## src/hdl/hcpp_pkg.sv

```systemverilog
// Shared constants and digit decode for the hex command packet parser.
package hcpp_pkg;

	// Parse phases
	localparam logic [2:0] PH_IDLE   = 3'd0;
	localparam logic [2:0] PH_SEQ    = 3'd1;
	localparam logic [2:0] PH_CMD    = 3'd2;
	localparam logic [2:0] PH_LEN_HI = 3'd3;
	localparam logic [2:0] PH_LEN_LO = 3'd4;
	localparam logic [2:0] PH_PAY_HI = 3'd5;
	localparam logic [2:0] PH_PAY_LO = 3'd6;

	// Result actions
	localparam logic [1:0] ACT_LED0   = 2'd0;
	localparam logic [1:0] ACT_LED1   = 2'd1;
	localparam logic [1:0] ACT_SERIAL = 2'd2;

	// Characters
	localparam logic [7:0] CH_OPEN   = 8'h5B; // '['
	localparam logic [7:0] CH_NINE   = 8'h39; // '9'
	localparam logic [7:0] CH_ZERO   = 8'h30; // '0'
	localparam logic [7:0] CH_A      = 8'h41; // 'A'
	localparam logic [7:0] CH_UPMASK = 8'h5F;
	localparam logic [7:0] CMD_LED   = 8'h4C; // 'L'
	localparam logic [7:0] CMD_SER   = 8'h53; // 'S'

	// Hex digit decode, wraps mod 256 for non-hex characters.
	function automatic logic [7:0] hcpp_decode(input logic [7:0] ch);
		if (ch <= CH_NINE) begin
			return ch - CH_ZERO;
		end
		return (ch & CH_UPMASK) - CH_A + 8'd10;
	endfunction

endpackage

```

## src/hdl/hcpp_rx_if.sv

```systemverilog
// Character input channel: valid/ready handshake with one received byte.
interface hcpp_rx_if;
	logic       valid;
	logic       ready;
	logic [7:0] rx_char;

	modport source (output valid, output rx_char, input ready);
	modport sink (input valid, input rx_char, output ready);
endinterface

```

## src/hdl/hcpp_act_if.sv

```systemverilog
// Action output channel: valid/ready handshake with action code and value.
interface hcpp_act_if;
	logic       valid;
	logic       ready;
	logic [1:0] action;
	logic [7:0] value;

	modport source (output valid, output action, output value, input ready);
	modport sink (input valid, input action, input value, output ready);
endinterface

```

## src/hdl/hex_command_packet_parser.sv

```systemverilog
// Hex command packet parser: one character per cycle in while not stalled, LED and serial actions out.
//
// Frame: '[' seq cmd len_hi len_lo then len payload hex digits (len of zero
// means 256 digits). Each payload digit pair forms a byte; command 'L' gives
// an LED action (bit 4 picks LED1, bit 0 is the level), command 'S' gives a
// serial byte, other commands drop their bytes. Characters outside a frame
// other than '[' are ignored. Throughput is one character per clock when not
// stalled. The accepting edge loads a character into the input register; the
// parse/result register is loaded when the input stage advances, and the action
// is presented from that register. The output register holds a result until
// taken while the input side keeps moving, so the block stalls only when a
// result is pending and not taken and the next character is already waiting
// in the input register. Parser state changes only when the input stage
// advances.
module hex_command_packet_parser (
	input logic         clk,
	input logic         arst_n,
	hcpp_rx_if.sink     rx,
	hcpp_act_if.source  act
);
	import hcpp_pkg::*;

	// Input stage
	logic       valid_s1;
	logic [7:0] char_s1;
	logic       adv_s1;

	// Parser state
	logic [2:0] phase_q;
	logic [7:0] cmd_q;
	logic [7:0] left_q;
	logic [7:0] hi_q;

	logic [2:0] phase_nx;
	logic [7:0] cmd_nx;
	logic [7:0] left_nx;
	logic [7:0] hi_nx;

	// Result register
	logic       out_valid_q;
	logic [1:0] action_q;
	logic [7:0] value_q;

	logic       res_hit;
	logic [1:0] res_action;
	logic [7:0] res_value;

	logic [7:0] digit;
	logic [7:0] pair;
	logic [7:0] left_dec;

	// The input stage moves on whenever the result register is free or drains.
	assign adv_s1   = valid_s1 && (!out_valid_q || act.ready);
	assign rx.ready = !valid_s1 || adv_s1;

	always_ff @(posedge clk or negedge arst_n) begin
		if (!arst_n) begin
			valid_s1 <= 1'b0;
		end else if (rx.ready) begin
			valid_s1 <= rx.valid;
		end
	end

	always_ff @(posedge clk) begin
		if (rx.valid && rx.ready) begin
			char_s1 <= rx.rx_char;
		end
	end

	assign digit    = hcpp_decode(char_s1);
	assign pair     = {hi_q[3:0], 4'h0} + digit;
	assign left_dec = left_q - 8'd1;

	// Next state and result for the character in the input stage
	always_comb begin
		phase_nx   = phase_q;
		cmd_nx     = cmd_q;
		left_nx    = left_q;
		hi_nx      = hi_q;
		res_hit    = 1'b0;
		res_action = ACT_SERIAL;
		res_value  = pair;
		case (phase_q)
			PH_SEQ: begin
				phase_nx = PH_CMD;
			end
			PH_CMD: begin
				cmd_nx   = char_s1;
				phase_nx = PH_LEN_HI;
			end
			PH_LEN_HI: begin
				hi_nx    = digit;
				phase_nx = PH_LEN_LO;
			end
			PH_LEN_LO: begin
				left_nx  = pair;
				phase_nx = PH_PAY_HI;
			end
			PH_PAY_HI: begin
				hi_nx    = digit;
				left_nx  = left_dec;
				phase_nx = (left_dec == 8'd0) ? PH_IDLE : PH_PAY_LO;
			end
			PH_PAY_LO: begin
				if (cmd_q == CMD_LED) begin
					res_hit    = 1'b1;
					res_action = pair[4] ? ACT_LED1 : ACT_LED0;
					res_value  = {7'd0, pair[0]};
				end else if (cmd_q == CMD_SER) begin
					res_hit    = 1'b1;
					res_action = ACT_SERIAL;
					res_value  = pair;
				end
				left_nx  = left_dec;
				phase_nx = (left_dec == 8'd0) ? PH_IDLE : PH_PAY_HI;
			end
			default: begin
				// idle, and any unused phase code
				phase_nx = (char_s1 == CH_OPEN) ? PH_SEQ : PH_IDLE;
			end
		endcase
	end

	always_ff @(posedge clk or negedge arst_n) begin
		if (!arst_n) begin
			phase_q <= PH_IDLE;
			cmd_q   <= 8'd0;
			left_q  <= 8'd0;
			hi_q    <= 8'd0;
		end else if (adv_s1) begin
			phase_q <= phase_nx;
			cmd_q   <= cmd_nx;
			left_q  <= left_nx;
			hi_q    <= hi_nx;
		end
	end

	always_ff @(posedge clk or negedge arst_n) begin
		if (!arst_n) begin
			out_valid_q <= 1'b0;
		end else if (adv_s1) begin
			out_valid_q <= res_hit;
		end else if (act.ready) begin
			out_valid_q <= 1'b0;
		end
	end

	always_ff @(posedge clk) begin
		if (adv_s1 && res_hit) begin
			action_q <= res_action;
			value_q  <= res_value;
		end
	end

	assign act.valid  = out_valid_q;
	assign act.action = action_q;
	assign act.value  = value_q;

endmodule

```

## src/flat_wrapper.sv

```systemverilog
// flat-port wrapper written by rule: the top's interface ports become plain ports
module hex_command_packet_parser_flat import hcpp_pkg::*;
  (clk, arst_n, rx_valid, rx_rx_char, rx_ready, act_valid, act_action, act_value, act_ready);
  hcpp_rx_if rx_i ();
  hcpp_act_if act_i ();
  input logic clk;
  input logic arst_n;
  input wire logic [$bits(rx_i.valid)-1:0] rx_valid;
  input wire logic [$bits(rx_i.rx_char)-1:0] rx_rx_char;
  output wire logic [$bits(rx_i.ready)-1:0] rx_ready;
  output wire logic [$bits(act_i.valid)-1:0] act_valid;
  output wire logic [$bits(act_i.action)-1:0] act_action;
  output wire logic [$bits(act_i.value)-1:0] act_value;
  input wire logic [$bits(act_i.ready)-1:0] act_ready;
  assign rx_i.valid = rx_valid;
  assign rx_i.rx_char = rx_rx_char;
  assign rx_ready = rx_i.ready;
  assign act_valid = act_i.valid;
  assign act_action = act_i.action;
  assign act_value = act_i.value;
  assign act_i.ready = act_ready;
  hex_command_packet_parser u_core (.clk(clk), .arst_n(arst_n), .rx(rx_i), .act(act_i));
endmodule
```

## config.mk

```make
export PLATFORM = sky130hd
export DESIGN_NAME = hex_command_packet_parser_flat
export DESIGN_NICKNAME = d
export VERILOG_FILES = /design/src/hdl/hcpp_pkg.sv /design/src/hdl/hcpp_rx_if.sv /design/src/hdl/hcpp_act_if.sv /design/src/hdl/hex_command_packet_parser.sv /design/src/flat_wrapper.sv
export SDC_FILE = /design/constraint.sdc
export NUM_CORES = 1
export LEC_CHECK = 0
export BUFFER_PORTS_ARGS = -buffer_cell sky130_fd_sc_hd__buf_2
export CELL_PAD_IN_SITES_DETAIL_PLACEMENT = 0
export CELL_PAD_IN_SITES_GLOBAL_PLACEMENT = 1
export CORE_MARGIN = 2
export CORE_UTILIZATION = 40
export CTS_CLUSTER_SIZE = 30
export DETAILED_ROUTE_END_ITERATION = 8
export PLACE_DENSITY_LB_ADDON = 0.1
export SKIP_LAST_GASP = 1
export SYNTH_ARGS = -nofsm -noshare
export SYNTH_HDL_FRONTEND = slang
export SYNTH_SLANG_ARGS = --single-unit
export TNS_END_PERCENT = 5
```

## constraint.sdc

```tcl
create_clock -name clk -period 4.4 [get_ports clk]
set_input_delay 0.22 -clock clk [delete_from_list [all_inputs] [get_ports clk]]
set_output_delay 0.22 -clock clk [all_outputs]
set_load 0.005 [all_outputs]
```

---- Word-level counts from Yosys, hierarchy flattened ----
Index checks and enable logic that the tools add are counted.
storage, ports and cells
  flip-flop bits (word level) ............. 43
  bits of input ports ..................... 12
  output and inout bits ................... 12
  logic and storage cells ................. 56
operators by class
  add/sub/neg operators ................... 5
  magnitude comparators ................... 1
  eq/ne operators ......................... 9
  mux-type cells .......................... 16
  reduce and logical (&&, ||, !) cells .... 16
operators with widths
  cell                                                                   number
  8-bit two-way mux                                                      4
  8-bit by 7-bit == test with 1-bit output, second input constant        3
  3-bit case mux with 6 select lines                                     1
  8-bit case mux with 2 select lines                                     1
  3-bit == test, second input constant                                   3
  8-bit by 4-bit adder with 8-bit output, second input constant          1
  8-bit adder                                                            1
  8-bit by 6-bit <= comparator with 1-bit output, second input constant  1
  8-bit logical NOT                                                      1
  1-bit two-way mux                                                      8
  2-bit AND reduction                                                    4
  7-bit by 7-bit subtractor with 8-bit output, second input constant     1
  8-bit by 1-bit subtractor with 8-bit output, second input constant     1
  8-bit by 6-bit subtractor with 8-bit output, second input constant     1
  3-bit by 2-bit == test with 1-bit output, second input constant        2
  3-bit two-way mux                                                      2
  2-bit nonzero test                                                     2
  2-bit OR reduction                                                     2
  3-bit by 1-bit == test with 1-bit output, second input constant        1
  1-bit logical AND                                                      3
  1-bit logical NOT                                                      2
  1-bit logical OR                                                       2

---- Longest topological paths before layout ----
  depth in word-level cells ............... 6
  gate-level depth with buffers ........... 13
  gate-level depth less buffers ........... 13

---- Worst setup path before layout ----
Ideal clock, no wire load.
  kind .................................... flip-flop to flip-flop
  start point ............................. reg u_core.char_s1[0]
  end point ............................... reg u_core.value_q[7], in the netlist u_core.act.value[7], data pin
  library setup time ...................... 264 ps
  data arrival time ....................... 2,433 ps
  required time ........................... 4,136 ps
  slack ................................... 1,703 ps
  cell stages (with the launch flop) ...... 13
  path buffers ............................ 0
  clock period less this slack ............ 2,697 ps
  cell sequence ........................... edfxtp_1 -> inv_1 -> ha_1 -> o21bai_1 -> a31oi_1 -> nand2_1 -> o21ai_0 -> ha_1 -> a21o_1 -> a21oi_1 -> xnor2_1 -> xnor2_1 -> nor2_1
on the way
  longest elaborated chain between the ends .. 6
ends and longest elaborated chain
  what                                                                       line                              source
  start, declared                                                            hex_command_packet_parser.sv:25   logic [7:0] char_s1;
  start signal, assigned                                                     hex_command_packet_parser.sv:66   char_s1 <= rx.rx_char;
  7-bit by 7-bit subtractor with 8-bit output, or another cell as far along  hcpp_pkg.sv:32                    return (ch & CH_UPMASK) - CH_A + 8'd10;
  8-bit by 4-bit adder with 8-bit output, or another cell as far along       hcpp_pkg.sv:32
  8-bit two-way mux (*)                                                      hcpp_pkg.sv:32
  8-bit adder (*)                                                            hex_command_packet_parser.sv:71   assign pair = {hi_q[3:0], 4'h0} + digit;
  8-bit two-way mux                                                          hex_command_packet_parser.sv:105  if (cmd_q == CMD_LED) begin
  8-bit two-way mux (*)                                                      hex_command_packet_parser.sv:83   case (phase_q)
  named net u_core.res_value[7]                                              hex_command_packet_parser.sv:46   logic [7:0] res_value;
  end signal, assigned                                                       hex_command_packet_parser.sv:151  value_q <= res_value;
  end, declared                                                              hex_command_packet_parser.sv:42   logic [7:0] value_q;
Mark *: on every way through the listed nets, which the timed path passes. The rest lies on a longest branch. The select of a mux whose other input is x is not followed.
A chain may end at the register's enable or synchronous reset.

---- Worst setup path after layout ----
Same ends and word-level chain as after synthesis.

==> impl_results.md <==
- Worst path arrival time: between 3 and 4 ns
- Die area: 6230 um2
- Clock Latency Late Sink: 0.30 ns
- Setup crit start kind: flop
- Sequential-to-total area share from yosys stat: 51.9%
- Dominant synthesized flop cell: dfrtp_1
- Clock Skew: 0.00376 ns
- Grt total ovfl: 0
- Worst Setup Slack, final: 1.28 ns
- Root buf cell: clkbuf_8
- Reg-to-Reg Start: u_core.char_s1[0]
- Top-area cell type share of the netlist area: 27.8%
- Die W: 79.0 um
- CP Cell Sequence: inv_1 -> ha_1 -> o21bai_1 -> a31oi_1 -> nand2_1 -> o21ai_0 -> ha_1 -> a21o_1 -> a21oi_1 -> xnor2_1 -> xnor2_1 -> nor2_1
- Fin. Hold Viols: 0
- Via count: about 1700
- Largest stage delay, worst path: 0.43 ns
- Slew Viols, Final: 0
- Cells after Synth: 210
- Yosys top cell by area: dfrtp_1
- Unrepaired setup endpoints after global routing: no
- Setup bufs post-CTS: 0
- Layout Nets: roughly 260
- Least-Margin Pin Slew: a little over 0.6 ns
- Highest Clock Rate: 321 MHz
- Max transition margin: 59.6%
- Worst Hold Class: in -> reg
- Post-synth EDFFs: 18
- Number of global-route vias before repair: 1562
- Top cells by area, synth: dfrtp_1 28%, edfxtp_1 24%, ha_1 5.6%, nand2_1 3.5%, xnor2_1 2.7%
- YS warnings: 0
- # IOs: 24
- Setup violators final: 0
- H-tree Lvls: 2
- WL final: approximately 4700 um
- R2R depth: 12
- Min-delay src: rx_rx_char[4]
- FILL cells: 553
- Worst endpoint required time: between 4 and 5 ns
- Crit path kind: reg -> reg
- Final HPWL DP: 3520 um
- Starting Density: 41.1%
- CTS clk-pin slew, worst paths: 0.08 ns
- Number of buffers created by CTS: 5
- Final TNS setup: 0 ns
- Global-route wire length before repair: 7790 um
- Share of cells above drive strength 1: 17.9%
- Pwr dens: between 500 and 600 nW/um2
- Synthesized area per cell: 10.7 um2
- Area grow syn2layout: 11.5%
- CTS Sinks: 43
- Async S/R FF share, synth: roughly 58%
- Global Route Usage Sum: 16.4%
- Inst Count DP: 298
- Worst hold endpoint: u_core.char_s1[4]
- Largest net degree at the start of global routing: 26
- DRT iter0 DRCs: 94
- CP max stage cell: edfxtp_1
- Antenna violations before repair: 0
- Dpl ws: approximately 1.3 ns
- Synth Cell Area: 2250 um2
- RR Endpoint: u_core.act.value[7]
- Max-cap violations: 0
- Post-Syn Nets: 233
- Post-CTS sizing: 0
- Hold Path Depth: 1
- Fin crit share: between 70% and 80%
- Leakage: about 1.1 nW
- Vias per cell: about 5.4
- CP endpoint kind: flop
- CTS tree: done
- Register area: 1170 um2
- Register bit total from synthesis: between 40 and 50
- Crit path max fanout: 5
- Cell Rows: 27
- R2R Setup Slk: 1.28 ns
- Max rail drop VDD: roughly 0.00019 V
- Multi-input logic area: 991 um2
- Clock Tree Buf Depth: 2
- DRT Pass-1 Iters: 4
- Final ANT Viol Nets: 0
- Post-route minimum period: about 3.1 ns
- Outcome: complete, no violations
- Ant diodes: 0
- Wirelength per Cell: 15.5 um
- Port Buf Inserts: 23
- DRC Markers: 0
- Layout Cells excl Fill: 307
- Placer Congestion: between 0.9 and 1
- Core Region: 5470 um2
- Synth unique cells: 54
- Die Y: 79.0 um
Yosys cell counts (2+ instances only):
library cell  count
a21o_1            2
o21ai_0          11
a31oi_1           5
buf_2             3
nand3_1           5
inv_1            10
nand2b_1          2
and2_1            3
a21oi_1          12
nand4_1           4
clkbuf_1          2
xor2_1            2
nand3b_1          3
nor2_1           14
a211o_1           2
edfxtp_1         18
o22ai_1           2
mux2_2            4
nor2b_1           2
a211oi_1          2
o21a_1            2
xnor2_1           7
nand2_1          21
dfrtp_1          25
nor3_1            5
o21ai_1           5
ha_1             10
cells in the final DEF (no fill, tap or decap), types with 3 or more instances in the layout:
cell      instances
a21oi_1          12
a31oi_1           5
and2_1            3
buf_2            23
clkbuf_8          5
dfrtp_1          25
edfxtp_1         18
ha_1             10
inv_1            10
mux2_2            4
nand2_1          21
nand3_1           5
nand3b_1          3
nand4_1           4
nor2_1           14
nor3_1            5
o21ai_0          11
o21ai_1           5
xnor2_1           7
power by group:
group	internal, mW	switching [mW]	leakage (nW)
Combinational	0.233	0.278	0.534
Clock	0.111	0.138	0.0418
Sequential	0.535	0.128	0.477
Total	0.879	0.544	1.05
metrics by stage:
stage	instance area, um2	total power, mW	utilization [%]	hold WS, ns
after floorplan	2250	1.07	-	-0.0756
after global placement	2410	1.17	44.0	0.254
after detailed placement	2410	1.18	44.0	0.258
after CTS	2510	1.43	45.8	0.0810
after global routing	2510	1.53	45.8	0.0772
final	2510	1.42	45.8	0.0926
registers in the layout, summed over array words and instances, names as in the netlist:
| register | cells |
|---|---|
| u_core.act.action | 2 |
| u_core.phase_q | 3 |
| u_core.hi_q | 4 |
| u_core.char_s1 | 8 |
| u_core.act.valid | 1 |
| u_core.cmd_q | 8 |
| u_core.valid_s1 | 1 |
| u_core.act.value | 8 |
| u_core.left_q | 8 |
area by class of cell:
type                    count  share of cell area, %
well taps                  72                   3.59
clock buffers               5                   2.75
multi-input cells         149                   39.5
repair buffers             25                   5.29
flip-flops and latches     43                   46.5
inverters                  10                   1.50
clock inverters             3                  0.799
per-layer routing:
metal / up-vias / GRT usage (%) / share of wire (%)
li1: 809 / - / -
met1: 794 / 21.0 / 46
met2: 44 / 27.0 / 48
met3: 6 / 4.09 / 4.4
met5: - / 0 / 0
met4: 0 / 6.21 / 1.3
worst max path at each step:
stage / from / end / slack, ns / cells after the start
detailed placement: u_core.char_s1[1] / u_core.act.value[7] / 1.34 / 12
CTS: u_core.char_s1[1] / u_core.act.value[7] / 1.32 / 12
finish: u_core.char_s1[0] / u_core.act.value[7] / 1.28 / 12
floorplan: u_core.char_s1[0] / u_core.act.value[7] / 1.70 / 12
global route: u_core.char_s1[1] / u_core.act.value[7] / 1.09 / 12
global placement: u_core.char_s1[0] / u_core.act.value[7] / 1.54 / 12
cells by family after synthesis:
kind of cell | share of synthesized area [%]
flops | 51.9
xor+xnor | 3.51
mux | 2.45
compound gates | 14.8
buf+inv | 4.01
fa+ha+maj | 6.46
simple gates | 16.9
timing repair:
action	4_1_cts	5_1_grt
endpoints found under the setup margin	0	0
hold buffers	1	0
hold endpoints to repair	25	0
worst max-delay path: cells and delay by family, from the launching register on:
family | cells | cell delay [ns]
adders and majority gates | 2 | 0.49
and+or+nand+nor | 2 | 0.30
buffers and inverters | 1 | 0.15
xor gates and xnor gates | 2 | 0.32
AOI/OAI and AO/OA | 5 | 1.18
DFF | 1 | 0.43
Note: power is estimated with default switching activity, not from simulation.
